$ cat src/sv/xyz_to_lab_converter_unit_macros.svh
// Assertion macros shared by the XYZ to Lab converter RTL.
`ifndef XYZ_TO_LAB_CONVERTER_UNIT_MACROS_SVH
`define XYZ_TO_LAB_CONVERTER_UNIT_MACROS_SVH

// Same-cycle implication, clocked on clk, off while arst_n is low.
`define XYZL_ASSERT_IMP(lbl, ante, cons) \
	lbl: assert property (@(posedge clk) disable iff (!arst_n) (ante) |-> (cons)) \
		else $error("xyz_to_lab: same-cycle check failed");

// Next-cycle implication, clocked on clk, off while arst_n is low.
`define XYZL_ASSERT_NXT(lbl, ante, cons) \
	lbl: assert property (@(posedge clk) disable iff (!arst_n) (ante) |=> (cons)) \
		else $error("xyz_to_lab: next-cycle check failed");

`endif

$ cat src/sv/xyzl_pkg.sv
// Package: widths, constants and types of the XYZ to Lab converter.
`timescale 1ns / 1ps
`default_nettype none
package xyzl_pkg;
	localparam int FRAC_BITS_DEF = 16;

	localparam int IN_W    = 17;
	localparam int WHITE_W = 17;
	localparam int THR_W   = 16;
	localparam int SLOPE_W = 18;
	localparam int CFG_W   = 18;
	localparam int IDX_W   = 3;

	// f values carry 28 fraction bits; outputs carry 8
	localparam int FQ        = 28;
	localparam int OUT_SHIFT = FQ - 8;

	// long division: v * 2^(3*FQ) has IN_W + 3*FQ bits
	localparam int DIV_W = IN_W + 3 * FQ;
	localparam int DEN_W = 32;
	localparam int NUM_W = SLOPE_W + IN_W + 1;

	// cube root: 35 result bits, three radicand bits per step
	localparam int ROOT_STEPS = 35;
	localparam int X_W  = 3 * ROOT_STEPS;
	localparam int Y_W  = ROOT_STEPS;
	localparam int Y2_W = 2 * ROOT_STEPS;
	localparam int B_W  = Y2_W + 2;

	localparam int F_W   = 50;
	localparam int RAW_W = 64;

	localparam logic [14:0] LIN_DEN = 15'd29696;

	localparam int LANE_LAT  = 2 + DIV_W + ROOT_STEPS;
	localparam int MERGE_LAT = 2;
	localparam int PIPE_LAT  = LANE_LAT + MERGE_LAT;

	localparam int LAB_L_MIN = 0;
	localparam int LAB_L_MAX = 40959;
	localparam int LAB_A_MIN = -163840;
	localparam int LAB_A_MAX = 163839;
	localparam int LAB_B_MIN = -65536;
	localparam int LAB_B_MAX = 65535;

	localparam logic [WHITE_W-1:0] WHITE_X_RST = 17'd62289;
	localparam logic [WHITE_W-1:0] WHITE_Y_RST = 17'd65536;
	localparam logic [WHITE_W-1:0] WHITE_Z_RST = 17'd71358;
	localparam logic [THR_W-1:0]   THR_RST     = 16'd580;
	localparam logic [SLOPE_W-1:0] SLOPE_RST   = 18'd231244;

	typedef enum logic [IDX_W-1:0] {
		REG_WHITE_X = 3'd0,
		REG_WHITE_Y = 3'd1,
		REG_WHITE_Z = 3'd2,
		REG_THR     = 3'd3,
		REG_SLOPE   = 3'd4
	} cfg_reg_t;

	typedef struct packed {
		logic [WHITE_W-1:0] white;
		logic [THR_W-1:0]   thr;
		logic [SLOPE_W-1:0] slope;
	} lane_cfg_t;
endpackage
`default_nettype wire

$ cat src/sv/xyzl_merge.sv
// Merge stage: forms L, a, b from the three lane results, rounds and saturates.
`timescale 1ns / 1ps
`default_nettype none
module xyzl_merge (
	input  wire logic                     clk,
	input  wire logic                     en,
	input  wire logic [xyzl_pkg::F_W-1:0] fx,
	input  wire logic [xyzl_pkg::F_W-1:0] fy,
	input  wire logic [xyzl_pkg::F_W-1:0] fz,
	output logic [15:0]                   lightness,
	output logic signed [18:0]            green_red,
	output logic signed [16:0]            blue_yellow
);
	import xyzl_pkg::*;

	localparam logic signed [RAW_W-1:0] K_L    = 116;
	localparam logic signed [RAW_W-1:0] K_A    = 500;
	localparam logic signed [RAW_W-1:0] K_B    = 200;
	localparam logic signed [RAW_W-1:0] L_OFS  = 64'sd16 <<< FQ;
	localparam logic signed [RAW_W-1:0] HALF   = 64'sd1 <<< (OUT_SHIFT - 1);

	// round half up (floor after adding half), then clamp
	function automatic logic signed [RAW_W-1:0] rnd_sat(
		input logic signed [RAW_W-1:0] raw,
		input logic signed [RAW_W-1:0] lo,
		input logic signed [RAW_W-1:0] hi
	);
		logic signed [RAW_W-1:0] r;
		r = (raw + HALF) >>> OUT_SHIFT;
		if (r < lo) begin
			r = lo;
		end else if (r > hi) begin
			r = hi;
		end
		return r;
	endfunction

	logic signed [RAW_W-1:0] fx_e, fy_e, fz_e;
	logic signed [RAW_W-1:0] l_raw_s1, a_raw_s1, b_raw_s1;
	logic signed [RAW_W-1:0] l_sat, a_sat, b_sat;

	assign fx_e = RAW_W'(fx);
	assign fy_e = RAW_W'(fy);
	assign fz_e = RAW_W'(fz);

	always_ff @(posedge clk) begin
		if (en) begin
			l_raw_s1 <= fy_e * K_L - L_OFS;
			a_raw_s1 <= (fx_e - fy_e) * K_A;
			b_raw_s1 <= (fy_e - fz_e) * K_B;
		end
	end

	assign l_sat = rnd_sat(l_raw_s1, RAW_W'(LAB_L_MIN), RAW_W'(LAB_L_MAX));
	assign a_sat = rnd_sat(a_raw_s1, RAW_W'(LAB_A_MIN), RAW_W'(LAB_A_MAX));
	assign b_sat = rnd_sat(b_raw_s1, RAW_W'(LAB_B_MIN), RAW_W'(LAB_B_MAX));

	always_ff @(posedge clk) begin
		if (en) begin
			lightness   <= l_sat[15:0];
			green_red   <= a_sat[18:0];
			blue_yellow <= b_sat[16:0];
		end
	end
endmodule
`default_nettype wire

$ cat config.mk
export PLATFORM = sky130hd
export DESIGN_NAME = xyzl_merge
export DESIGN_NICKNAME = d
export VERILOG_FILES = /design/src/sv/xyz_to_lab_converter_unit_macros.svh /design/src/sv/xyzl_pkg.sv /design/src/sv/xyzl_merge.sv
export SDC_FILE = /design/constraint.sdc
export NUM_CORES = 2
export LEC_CHECK = 0
export BUFFER_PORTS_ARGS = -buffer_cell sky130_fd_sc_hd__buf_2
export CAP_MARGIN = 20
export CORE_UTILIZATION = 46
export DETAILED_ROUTE_END_ITERATION = 8
export PLACE_DENSITY = 0.67
export SLEW_MARGIN = 40
export SYNTH_ARGS = -nofsm -noshare
export SYNTH_HDL_FRONTEND = slang
export SYNTH_SLANG_ARGS = --single-unit
$ cat constraint.sdc
create_clock -name clk -period 10.2 [get_ports clk]
set_input_delay 0.51 -clock clk [delete_from_list [all_inputs] [get_ports clk]]
set_output_delay 0.51 -clock clk [all_outputs]
set_load 0.02 [all_outputs]
After elaboration in Yosys (flattened, before gate mapping)
Index checks and enable logic that the tools add are counted.
{"block": "op_classes", "add_sub_neg": 6, "multipliers": 3, "order_cmp": 6, "mux": 3, "n_reduce_logical": 1}
{"cell": "64-bit by 21-bit adder with 64-bit output, second input constant", "count": 3}
{"cell": "50-bit by 50-bit subtractor with 51-bit output", "count": 2}
{"cell": "44-bit by 17-bit greater-than comparator with 1-bit output, second input constant", "count": 2}
{"cell": "51-bit by 8-bit multiplier with 59-bit output, second input constant", "count": 1}
{"cell": "57-bit by 33-bit subtractor with 58-bit output, second input constant", "count": 1}
{"cell": "51-bit by 6-bit multiplier with 57-bit output, second input constant", "count": 1}
{"cell": "50-bit by 5-bit multiplier with 55-bit output, second input constant", "count": 1}
{"cell": "44-bit by 19-bit greater-than comparator with 1-bit output, second input constant", "count": 1}
{"cell": "44-bit by 1-bit less-than comparator with 1-bit output, second input constant", "count": 1}
{"cell": "44-bit by 17-bit less-than comparator with 1-bit output, second input constant", "count": 1}
{"cell": "44-bit by 19-bit less-than comparator with 1-bit output, second input constant", "count": 1}
{"cell": "19-bit 2-to-1 mux", "count": 1}
{"cell": "17-bit 2-to-1 mux", "count": 1}
{"cell": "16-bit 2-to-1 mux", "count": 1}
{"cell": "2-bit OR reduction", "count": 1}
{"block": "word_totals", "reg_bits": 239, "inputBits": 152, "output_inout_bits": 52, "wordCells": 26}

Logic depth before layout (Yosys ltp)
{"block": "depth", "depth_word": 3, "depth_mapped": 35, "mapped_depth_nobuf": 35}

Worst setup path after synthesis
No wires, ideal clock.
{"block": "synth_timing", "path_kind": "input to register", "from": "input port fy[1] (netlist bit)", "to": "register a_raw_s1[37], data pin", "setup_time_ns": 0.258, "t_arrival_ns": 7.953, "required_time_ns": 9.942, "setup_slack_ns": 1.990, "path_stages": 33, "path_buffers": 0, "cell_sequence": "inv_1 > ha_1 > nor2b_1 > o2111ai_1 > or4b_1 > a31o_2 > a21oi_1 > o21ai_0 > a31oi_1 > xnor2_1 > inv_1 > ha_1 > inv_1 > fa_1 > inv_1 > fa_1 > inv_1 > fa_1 > inv_1 > ha_1 > a21o_1 > a21o_1 > a21o_1 > a21o_1 > a21o_1 > a2111oi_0 > nor3b_1 > nor3_1 > nor2_1 > or4_1 > a31o_2 > a21oi_1 > xnor2_1"}
{"block": "synth_via", "elab_chain_cells": 2}
{"item": "start: declaration", "line_no": "xyzl_merge.sv:8", "source": "input wire logic [xyzl_pkg::F_W-1:0] fy,"}
{"item": "50-bit by 50-bit subtractor with 51-bit output", "line_no": "xyzl_merge.sv:49", "source": "a_raw_s1 <= (fx_e - fy_e) * K_A;"}
{"item": "51-bit by 8-bit multiplier with 59-bit output", "line_no": "xyzl_merge.sv:49"}
{"item": "end signal: assignment", "line_no": "xyzl_merge.sv:49"}
{"item": "end: declaration", "line_no": "xyzl_merge.sv:39", "source": "logic signed [RAW_W-1:0] l_raw_s1, a_raw_s1, b_raw_s1;"}
No other way between the ends.
A chain may end at the register's enable or synchronous reset.

Worst setup path after layout
{"block": "layout_timing", "from": "input port fy[1] (netlist bit)", "to": "register a_raw_s1[59], data pin"}
Same word-level chain as after synthesis.

==> results_dict.tcl <==
set metrics [dict create \
    status "completed" \
    drt_iter0_drc 1514 \
    grt_max_degree 104 \
    synth_edf_count 174 \
    critPathMaxStageDelay_ns 0.63 \
    htreeDepth 4 \
    skew_ns 0.02125 \
    numCtsBuffers 17 \
    first_pass_iters 7 \
    hp-class "in -> reg" \
    r2r_end "lightness[7]" \
    antenna_left 0 \
    num_vias 26370 \
    place_ws_ns 0.8409 \
    cts_resized 0 \
    start_util_pct 46.79 \
    globalplace.congestion 0.9189 \
    setup_violations 0 \
    path_common_cell "inv_1" \
    slew_violations 0 \
    portBuffers 203 \
    synthArstFlopShare_pct 0 \
    highest_layer "met5" \
    cts_tree "done" \
    cap_violations 0 \
    grt_overflow 0 \
    final_common_cell "inv_1" \
    syn_area_sq_um 33620 \
    synth-seq-area-share_pct 15.54 \
    holdPathStages 1 \
    grt_pass1_wl_um 126400 \
    reg2regPathDepth 12 \
    row_count 98 \
    grt_pass1_vias 25910 \
    postCtsSetupBuffers 0 \
    worstMarginPinSlew_ns 0.8256 \
    dieArea_sq_um 74170 \
    final_cell_mix "888 x inv_1, 516 x ha_1, 325 x fa_1, 240 x a21oi_1, 203 x nand2_1" \
    criticalPathCategory "in -> reg" \
    required_ns 10.41 \
    seq_area_sq_um 5225 \
    drc_errors 0 \
    multiInputGateArea_sq_um 24930 \
    finalSetupTns_ns 0 \
    insertion_delay_ns 0.47 \
    min_from "en" \
    drt-met1-wl_um 34340 \
    area_delta_synth_final_pct 8.095 \
    rsz0062_at_grt "false" \
    critPathLaunchType "input pin" \
    nets 5030 \
    viasPerCell 5.270 \
    crit_fanout 7 \
    syn_inst 3852 \
    wl_met3_um 3893 \
    clock.fmax_mhz 110.8 \
    min_to "a_raw_s1[55]" \
    nFillCells 6836 \
    setup.worst_path.end_class "flip-flop" \
    avgRoutedWirePerCell_um 15.16 \
    root_buffer "clkbuf_16" \
    ctsHoldBuffers 0 \
    reg2reg_slack_ns 5.79 \
    cts.clk_slew.worst_paths_ns 0.08 \
    antenna_found_initial 14 \
    finalHoldViolations 0 \
    cpMaxStageDelayCell "or4b_2" \
    period_share_pct 88.45 \
    synth.distinct_cells 95 \
    drive_above_1_share_pct 7.309 \
    track_usage_pct 20.91 \
    wirelength_um 75870 \
    ys.flop_type "edfxtp_1" \
    synth-seq-cells 174 \
    io_pins 204 \
    clockBufferDepth 2 \
    wl_met2_um 35370 \
    design.core.area_sq_um 71850 \
    ys_warn_count 0 \
    layout_setup_ws_ns 1.178 \
    hpwl_um 65160 \
    avgSynthCellArea_sq_um 8.728 \
    timing.rr.start "l_raw_s1[29]" \
    die_h_um 272.3 \
    maxSlewHeadroom_pct 44.76 \
    fin_crit_ns 9.022 \
    die_w_um 272.3 \
    cp.arrival_ns 9.23 \
    cts_sinks 174 \
]
cells by family after synthesis:
group                      after synthesis  share of synthesized area (%)
AOI/OAI and AO/OA                      757                          14.65
xor gates and xnor gates               307                          8.020
adders and majority gates              843                          38.62
buffers and inverters                  930                          10.51
DFF                                    174                          15.54
muxes                                   11                         0.3350
other                                    1                        0.01115
and+or+nand+nor                        829                          12.32
sequential cells by signal, indices dropped and copies added (netlist names):
register / cells
b_raw_s1: 41
a_raw_s1: 42
l_raw_s1: 39
lightness: 16
blue_yellow: 17
green_red: 19
synth_stat cells, drive strengths merged (26+ instances only):
library cell  count  area [sq um]
a31oi            29         181.4
o21a             37         277.8
clkbuf           30         112.6
nor2            182         685.7
edfxtp          174          5225
nand2           203         762.0
inv             888          3333
nor2b            26         162.7
fa              325          6506
nand2b           38         237.7
nand3            92         460.4
and3             47         294.0
a21o            125         938.4
nand4            63         400.4
ha              516          6456
xor2            109         962.2
o21bai           27         202.7
a21oi           244          1236
nor3             77         390.4
o21ai           128         640.6
xnor2           198          1734
final cells by class:
cell class	count	share of cell area [%]
Antenna cell	4	0.02754
Clock buffer	18	1.181
Clock inverter	14	0.3994
Inverter	888	9.172
Multi-Input combinational cell	2749	68.60
Sequential cell	174	14.38
Tap cell	950	3.271
Timing Repair Buffer	207	2.971
per-stage QoR:
step	cells	cell area, sq um	utilization, %	hold slack, ns
3_5_place_dp	4967	35680	49.66	0.6768
2_1_floorplan	3853	33620	-	0.6057
4_1_cts	4999	36250	50.46	0.6227
3_3_place_gp	4967	35660	49.63	0.6664
6_report	5004	36340	50.58	0.4119
5_1_grt	5000	36330	50.56	0.4141
how the worst max path moves through the flow:
stage	startpoint	end	slack, ns	cells past startpoint
3_3_place_gp	fy[1]	a_raw_s1[37]	0.87	34
4_1_cts	fy[1]	a_raw_s1[59]	1.30	32
2_1_floorplan	fy[1]	a_raw_s1[37]	1.99	33
5_1_grt	fy[1]	a_raw_s1[62]	0.63	34
6_report	fy[1]	a_raw_s1[59]	1.18	32
3_5_place_dp	fy[1]	a_raw_s1[59]	0.84	32
routing by layer:
layer	GRT usage, %	vias up
met5	0	-
met4	6.357	24
met3	3.112	110
met2	34.85	526
met1	27.90	12440
li1	-	13280
critical path: cells and delay by family:
kind | cells | cell delay [ns]
buffers and inverters | 5 | 0.43
adder cells (fa/ha/maj) | 6 | 2.54
XOR/XNOR | 3 | 0.68
AND/OR/NAND/NOR | 6 | 1.84
AO/OA/AOI/OAI | 12 | 3.24
Power is not shown: default switching activity piles up to over one toggle a cycle in this logic, so the estimate is an artifact.
